`src/rtl/dhf_pkg.sv`:
```
// ----------------------------------------------------------------------------
// dhf_pkg
// Shared constants, types and register codes of the 3x3 depth hole filler.
// ----------------------------------------------------------------------------
package dhf_pkg;

    localparam int MAX_WIDTH  = 1024;
    localparam int DEPTH_BITS = 16;

    // Column index into the line stores.
    localparam int COL_W = $clog2(MAX_WIDTH);

    // Configuration register widths and reset values.
    localparam int WIDTH_REG_W  = 11;
    localparam int HEIGHT_REG_W = 12;
    localparam logic [WIDTH_REG_W-1:0]  WIDTH_RESET  = WIDTH_REG_W'(640);
    localparam logic [HEIGHT_REG_W-1:0] HEIGHT_RESET = HEIGHT_REG_W'(480);

    // The input row runs ahead of the output row by up to one full frame of
    // items when the width shrinks in mid-frame, so it gets one spare bit.
    localparam int IN_ROW_W  = HEIGHT_REG_W + 1;
    localparam int OUT_ROW_W = HEIGHT_REG_W;

    // Configuration port.
    localparam int CFG_IDX_W  = 1;
    localparam int CFG_DATA_W = HEIGHT_REG_W;
    localparam logic [CFG_IDX_W-1:0] REG_IMAGE_WIDTH  = CFG_IDX_W'(0);
    localparam logic [CFG_IDX_W-1:0] REG_IMAGE_HEIGHT = CFG_IDX_W'(1);

    // Item kinds.
    localparam logic KIND_PIXEL = 1'b0;
    localparam logic KIND_FLUSH = 1'b1;

    // Neighbor sum and count: eight neighbors at most.
    localparam int SUM_W = DEPTH_BITS + 3;
    localparam int CNT_W = 4;
    localparam logic [CNT_W-1:0] FILL_MIN_COUNT = CNT_W'(3);

    // Iterative divider: two quotient bits per cycle.
    localparam int DIV_STEP_BITS = 2;
    localparam int DIV_CYCLES    = (SUM_W + DIV_STEP_BITS - 1) / DIV_STEP_BITS;
    localparam int DIV_PAD       = DIV_CYCLES * DIV_STEP_BITS;
    localparam int DIV_CNT_W     = $clog2(DIV_CYCLES);

    typedef logic [DEPTH_BITS-1:0] depth_t;

    // One line store entry holds the two previous lines at one column.
    typedef struct packed {
        depth_t upper;
        depth_t middle;
    } line_entry_t;

    typedef struct packed {
        logic              rd_en;
        logic [COL_W-1:0]  rd_addr;
        logic              wr_en;
        logic [COL_W-1:0]  wr_addr;
        line_entry_t       wr_data;
    } mem_req_t;

    typedef struct packed {
        logic              start;
        logic [SUM_W-1:0]  dividend;
        logic [CNT_W-1:0]  divisor;
    } div_req_t;

    typedef struct packed {
        logic   done;
        depth_t quotient;
    } div_rsp_t;

    typedef struct packed {
        logic top;
        logic bottom;
        logic left;
        logic right;
        logic last;
    } border_t;

endpackage

```
`src/rtl/dhf_div.sv`:
```
// ----------------------------------------------------------------------------
// dhf_div
// Iterative restoring divider for the neighbor mean: neighbor sum divided by
// the non-zero neighbor count, two quotient bits per cycle.
// ----------------------------------------------------------------------------
module dhf_div (
    input  logic              aclk,
    input  logic              aresetn,
    input  dhf_pkg::div_req_t req,
    output dhf_pkg::div_rsp_t rsp
);

    logic                            busy_reg;
    logic                            done_reg;
    logic [dhf_pkg::DIV_CNT_W-1:0]   cnt_reg;
    logic [dhf_pkg::DIV_PAD-1:0]     num_reg;
    logic [dhf_pkg::DIV_PAD-1:0]     num_next;
    logic [dhf_pkg::DIV_PAD-1:0]     quo_reg;
    logic [dhf_pkg::DIV_PAD-1:0]     quo_next;
    logic [dhf_pkg::CNT_W-1:0]       rem_reg;
    logic [dhf_pkg::CNT_W-1:0]       rem_next;
    logic [dhf_pkg::CNT_W-1:0]       den_reg;
    logic [dhf_pkg::CNT_W-1:0]       trial;
    logic                            last_step;

    // The remainder stays below the divisor, so the top remainder bit is
    // always free to take the next dividend bit.
    always_comb begin
        rem_next = rem_reg;
        num_next = num_reg;
        quo_next = quo_reg;
        trial    = '0;
        for (int k = 0; k < dhf_pkg::DIV_STEP_BITS; k++) begin
            trial    = {rem_next[dhf_pkg::CNT_W-2:0], num_next[dhf_pkg::DIV_PAD-1]};
            num_next = {num_next[dhf_pkg::DIV_PAD-2:0], 1'b0};
            if (trial >= den_reg) begin
                rem_next = trial - den_reg;
                quo_next = {quo_next[dhf_pkg::DIV_PAD-2:0], 1'b1};
            end else begin
                rem_next = trial;
                quo_next = {quo_next[dhf_pkg::DIV_PAD-2:0], 1'b0};
            end
        end
    end

    assign last_step = (cnt_reg == dhf_pkg::DIV_CNT_W'(dhf_pkg::DIV_CYCLES - 1));

    always_ff @(posedge aclk) begin
        if (!aresetn) begin
            busy_reg <= 1'b0;
            done_reg <= 1'b0;
            cnt_reg  <= '0;
        end else begin
            done_reg <= 1'b0;
            if (req.start) begin
                busy_reg <= 1'b1;
                cnt_reg  <= '0;
            end else if (busy_reg) begin
                cnt_reg <= cnt_reg + 1'b1;
                if (last_step) begin
                    busy_reg <= 1'b0;
                    done_reg <= 1'b1;
                end
            end
        end
    end

    always_ff @(posedge aclk) begin
        if (req.start) begin
            num_reg <= dhf_pkg::DIV_PAD'(req.dividend);
            rem_reg <= '0;
            quo_reg <= '0;
            den_reg <= req.divisor;
        end else if (busy_reg) begin
            num_reg <= num_next;
            rem_reg <= rem_next;
            quo_reg <= quo_next;
        end
    end

    // The mean never exceeds the largest neighbor, so the low bits hold it.
    assign rsp.done     = done_reg;
    assign rsp.quotient = quo_reg[dhf_pkg::DEPTH_BITS-1:0];

endmodule

```
`config.mk`:
```
export PLATFORM = sky130hd
export DESIGN_NAME = dhf_div
export DESIGN_NICKNAME = d
export VERILOG_FILES = /design/src/rtl/dhf_pkg.sv /design/src/rtl/dhf_div.sv
export SDC_FILE = /design/constraint.sdc
export NUM_CORES = 1
export LEC_CHECK = 0
export ABC_AREA = 1
export CAP_MARGIN = 20
export CORE_MARGIN = 2
export CORE_UTILIZATION = 45
export CTS_CLUSTER_SIZE = 20
export DETAILED_ROUTE_END_ITERATION = 16
export DONT_BUFFER_PORTS = 1
export PLACE_DENSITY = 0.66
export SYNTH_ARGS = -nofsm -noshare
export SYNTH_HDL_FRONTEND = slang
export SYNTH_SLANG_ARGS = --single-unit
```
`constraint.sdc`:
```
create_clock -name aclk -period 3.2 [get_ports aclk]
set_input_delay 0.16 -clock aclk [delete_from_list [all_inputs] [get_ports aclk]]
set_output_delay 0.16 -clock aclk [all_outputs]
set_load 0.02 [all_outputs]
```
After elaboration in Yosys (flattened, before gate mapping)
Cells that the tools add are included.
{ "classes": {"n_reduce_logical": 3, "bitwise_logic": 2, "muxes": 10, "n_eq_ne": 1, "order_cmp": 2, "div": 0, "shift": 0, "n_addsub": 3, "n_mul": 0} }
{ "op_table": {"columns": ["op", "count"], "rows": [
  ["$mux W19", 2],
  ["$ge A4 B4 Y1", 2],
  ["$mux W1", 6],
  ["$mux W3", 2],
  ["$sub A3 B3 Y3", 2],
  ["$add A4 B1 Y4 const B", 1],
  ["$eq A4 B4 Y1 const B", 1],
  ["$reduce_or A3 Y1", 1],
  ["$not A1 Y1", 2],
  ["$reduce_bool A2 Y1", 1],
  ["$reduce_or A2 Y1", 1]
]} }
{ "word_totals": {"ramBits": 0, "in_bits": 26, "word_cells": 29, "latch_bits": 0, "mem_bits_ro": 0, "out_inout_bits": 17, "register_bits": 49, "n_memories": 0} }

Longest topological paths before layout
{ "logic_depth": {"word_depth": 4, "ltp_mapped": 21, "depth_no_buf": 21} }

Least setup slack after synthesis
OpenSTA, ideal clock, no wires.
{ "synth_timing": {"kind": "register -> register", "start": "register num_reg[19] (netlist bit)", "end": "register rem_reg[1] (netlist bit)", "path_stages_with_launch": 18, "required_time_ns": 3.088, "synth_period_minus_slack_ns": 2.317, "setup_ns": 0.112, "arrival_time_ns": 2.205, "slack_ns": 0.883, "n_path_buf": 0, "cell_sequence": "dfxtp_1 -> inv_1 -> ha_1 -> inv_1 -> fa_1 -> inv_1 -> nand2_1 -> nand2_2 -> nand2_2 -> nand2_1 -> nand2_1 -> fa_1 -> nand3_1 -> nand2_1 -> nor2_1 -> nand3_1 -> nand2_1 -> nand2_1"} }
{ "synth_between": {"elab_chain_len": 4, "elab_cells_between_ends": 6, "classes_between": "add/sub (2); order compare (2); mux (2)"} }
{ "synth_lines": {"columns": ["element", "line_no", "rtl"], "rows": [
  ["start, declared", "dhf_div.sv:16", "logic [dhf_pkg::DIV_PAD-1:0] num_reg;"],
  ["start signal, assigned", "dhf_div.sv:70", "num_reg <= dhf_pkg::DIV_PAD'(req.dividend);"],
  ["start signal, assigned", "dhf_div.sv:75", "num_reg <= num_next;"],
  ["$ge A4 B4 Y1 / $sub A3 B3 Y3 (equally long branches)", "dhf_div.sv:36, dhf_div.sv:37", null],
  ["$mux W3 *", "dhf_div.sv:36", "if (trial >= den_reg) begin"],
  ["$ge A4 B4 Y1 / $sub A3 B3 Y3 (equally long branches)", "dhf_div.sv:36, dhf_div.sv:37", null],
  ["$mux W3 *", "dhf_div.sv:36", null],
  ["end signal, assigned", "dhf_div.sv:76", "rem_reg <= rem_next;"],
  ["end, declared", "dhf_div.sv:20", "logic [dhf_pkg::CNT_W-1:0] rem_reg;"]
]} }
Every way passes the cells marked *; elsewhere a longest branch is shown, timed or not.
A chain may end at the register's enable or synchronous reset.

Worst setup path after layout
Same ends and word-level chain as after synthesis.

==> flow_metrics.tcl <==
set metrics [dict create \
    finish.net_count 286 \
    finalCriticalPeriod_ps 2580 \
    numPortBuffers 0 \
    rsz0062_at_grt "no" \
    postCtsResizedCells 0 \
    netlist-cell-type-count 30 \
    clk_pin_slew_worst_paths_ps 90 \
    synthSimpleGateAreaFrac_pct 18.0 \
    critPathCaptureType "register" \
    worst_setup_path_start_kind "register" \
    dominantRegCellSynth "dfxtp_1" \
    final.setup_skew_ps 3.56 \
    drt_iter0_drc 70 \
    viasPerCell 4.80 \
    post-place-cells 305 \
    ys_warn_count 0 \
    number_of_iterations_in_the_first_detailed_routing_pass 4 \
    syn_area_per_cell_sq_um 9.33 \
    synth_compound_gate_area_share_pct 9.94 \
    num_antenna_cells 0 \
    post_synth_fa_ha_maj_area_fraction_pct 6.83 \
    postSynth.asyncResetShare_pct 0 \
    detailedPlacementHpwl_um 2740 \
    cp_bufs_invs 3 \
    synth_xor_area_share_pct 0.725 \
    maxCapViolations 0 \
    cts_post_setup_buffers_inserted 0 \
    finalNonFillerCells 319 \
    route.final.wire_length_um 3860 \
    residual_antenna_violating_net_count_after_detailed_routing 0 \
    fp.coreArea_sq_mm 0.00514 \
    critPathArrivalTime_ps 2780 \
    cts_tree "done" \
    synth_seq_area_share_pct 50.1 \
    power_per_cell_area_mw_per_mm2 593 \
    crit_family "adder cells" \
    grt_first_pass_wirelength_um 6490 \
    syn_nets 297 \
    ys_seq_elements 49 \
    ctsHoldBuffers 6 \
    cp_slowest_cell "fa_1" \
    flow.area_growth_from_synthesis_pct 2.59 \
    largest_net_degree_at_the_start_of_global_routing 34 \
    route.vias.total 1530 \
    timing.hold.worst.class "primary input to register" \
    cts_buffers 5 \
    max_ffs_per_register 20 \
    via_count_of_the_first_global_routing_pass 1464 \
    ios 43 \
    clock_sinks 49 \
    run_status "complete, no violations" \
    drv_slew 0 \
    critical_path_class "register to register" \
    tightestPinTransition_ps 743 \
    synth.top_cells.by_area "edfxtp_1 (29%), dfxtp_1 (22%), nand2_1 (12%)" \
    dominant_cell_type_by_count_on_the_critical_path "nand2_1" \
    die_y_um 77.3 \
    cts_max_path_buffers 2 \
    timing.critical_path.fanout_max 5 \
    multiInputGateArea_sq_um 857 \
    leakage_nw 1.08 \
    finalHoldViolCount 0 \
    synth_top_area_share_pct 28.6 \
    floorplan.initialDensity_pct 47.0 \
    synth.area.mux_share_pct 0 \
    num_rows 26 \
    final_period_utilization_pct 80.6 \
    worst_path_largest_cell_delay_ps 450 \
    drc 0 \
    timing.setup.tns_ps 0 \
    finalSetupViolCount 0 \
    n_fill_cell 514 \
    max-vdd-ir-drop_mv 0.262 \
    worstPathRequired_ps 3400 \
    grt.overflow.total 0 \
    main_combinational_cell_family_by_area_after_synthesis "simple AND/OR/NAND/NOR gates" \
    groute.usage.overall_pct 13.7 \
    dieWidth_um 77.3 \
    routedWlPerCell_um 12.1 \
    h_tree_levels 2 \
    mappedNetlistArea_sq_mm 0.00242 \
    crit_path_cell_trace "inv_1 -> ha_1 -> inv_1 -> fa_1 -> inv_1 -> nand2_1 -> nand2_2 -> nand2_2 -> nand2_1 -> nand2_1 -> fa_1 -> nand3_1 -> nand2_1 -> nor2_1 -> nand3_1 -> nand2_1 -> nand2_1" \
    worstSkewPairLatency_ps 300 \
    edff_count_synth 23 \
    max_freq_mhz 388 \
    antenna_found_initial 0 \
    cts.root.buffer_cell "clkbuf_8" \
    post_synth_most_frequent_cells "nand2_1 (79), inv_1 (33), dfxtp_1 (26), edfxtp_1 (23), buf_4 (17)" \
    final_layout_size_suffix_gt1_share_pct 14.1 \
    timing.max_slew.rel_slack_pct 50.4 \
    library_cell_occupying_the_most_area_in_the_post_synthesis_netlist "edfxtp_1" \
    yosysMostFrequentCell "nand2_1" \
    routability_driven_placement_congestion_ratio 0.721 \
    flip_flop_and_latch_area_sq_mm 0.00121 \
    post_synth_inst_count 259 \
    floorplan.die_area_sq_mm 0.00597 \
]
-- report_power, final --
group	switching (mW)	leakage (nW)	internal [mW]
registers	0.0349	0.446	0.709
clock network	0.203	0.0566	0.224
logic	0.186	0.577	0.115
-- layer usage --
metal | vias up | wire [um] | GRT usage (%)
met2 | 41 | 1930 | 23.7
met4 | 0 | 53 | 4.46
met1 | 706 | 1620 | 15.7
li1 | 776 | - | -
met5 | - | 0 | 0
met3 | 7 | 253 | 5.06
-- tightest hold or removal path, stage by stage --
cell     delay (ps)
nor2_4           30
nand2_1          50
nand2_1          50
-- area by class of cell --
| class | count | area share (%) |
|---|---|---|
| flip-flops and latches | 49 | 48.8 |
| multi-input cells | 146 | 34.6 |
| inverters | 40 | 6.16 |
| clock buffers | 8 | 4.49 |
| well taps | 70 | 3.53 |
| repair buffers | 6 | 2.42 |
-- worst paths after layout --
kind / start / end / slack (ps) / cells after the start
hold / removal: req[23] / rem_reg[1] / 30 / 3
hold reg to reg: num_reg[17] / num_reg[19] / 470 / 2
setup reg to reg: num_reg[19] / rem_reg[1] / 620 / 17
setup / recovery: num_reg[19] / rem_reg[1] / 620 / 17
-- logic make-up (layout without fill, tap and decap cells) --
| kind of cell | after synthesis | count (layout) |
|---|---|---|
| buffers and inverters | 64 | 54 |
| DFF | 49 | 49 |
| and+or+nand+nor | 102 | 102 |
| AOI/OAI and AO/OA | 30 | 30 |
| xor gates and xnor gates | 2 | 2 |
| adders and majority gates | 12 | 12 |
-- per-stage QoR --
step / total power [mW] / instance area (sq um) / worst slack [ps] / utilization [%] / hold slack [ps]
after floorplan: 1.01 / 2420 / 883 / - / 259
after global placement: 1.05 / 2310 / 704 / 44.9 / 233
after detailed placement: 1.06 / 2310 / 612 / 44.9 / 235
after CTS: 1.48 / 2480 / 600 / 48.2 / 20.2
after global routing: 1.56 / 2480 / 418 / 48.2 / 13.7
final: 1.47 / 2480 / 622 / 48.2 / 33.2
-- cells in the final DEF, fill, tap and decap left out, types with 2 or more instances in the layout --
master and instances:
nor2_1 8, edfxtp_1 23, nor2_4 2, nand3_1 4, nand2_1 79, inv_2 6
o22ai_2 11, o21ai_1 5, o21ai_0 4, inv_1 33, dfxtp_1 26, ha_1 10
a21oi_1 7, fa_1 2, clkbuf_8 6, nand2_2 4, dlygate4sd3_1 6
No activity file was read; power rests on OpenSTA's default activity.
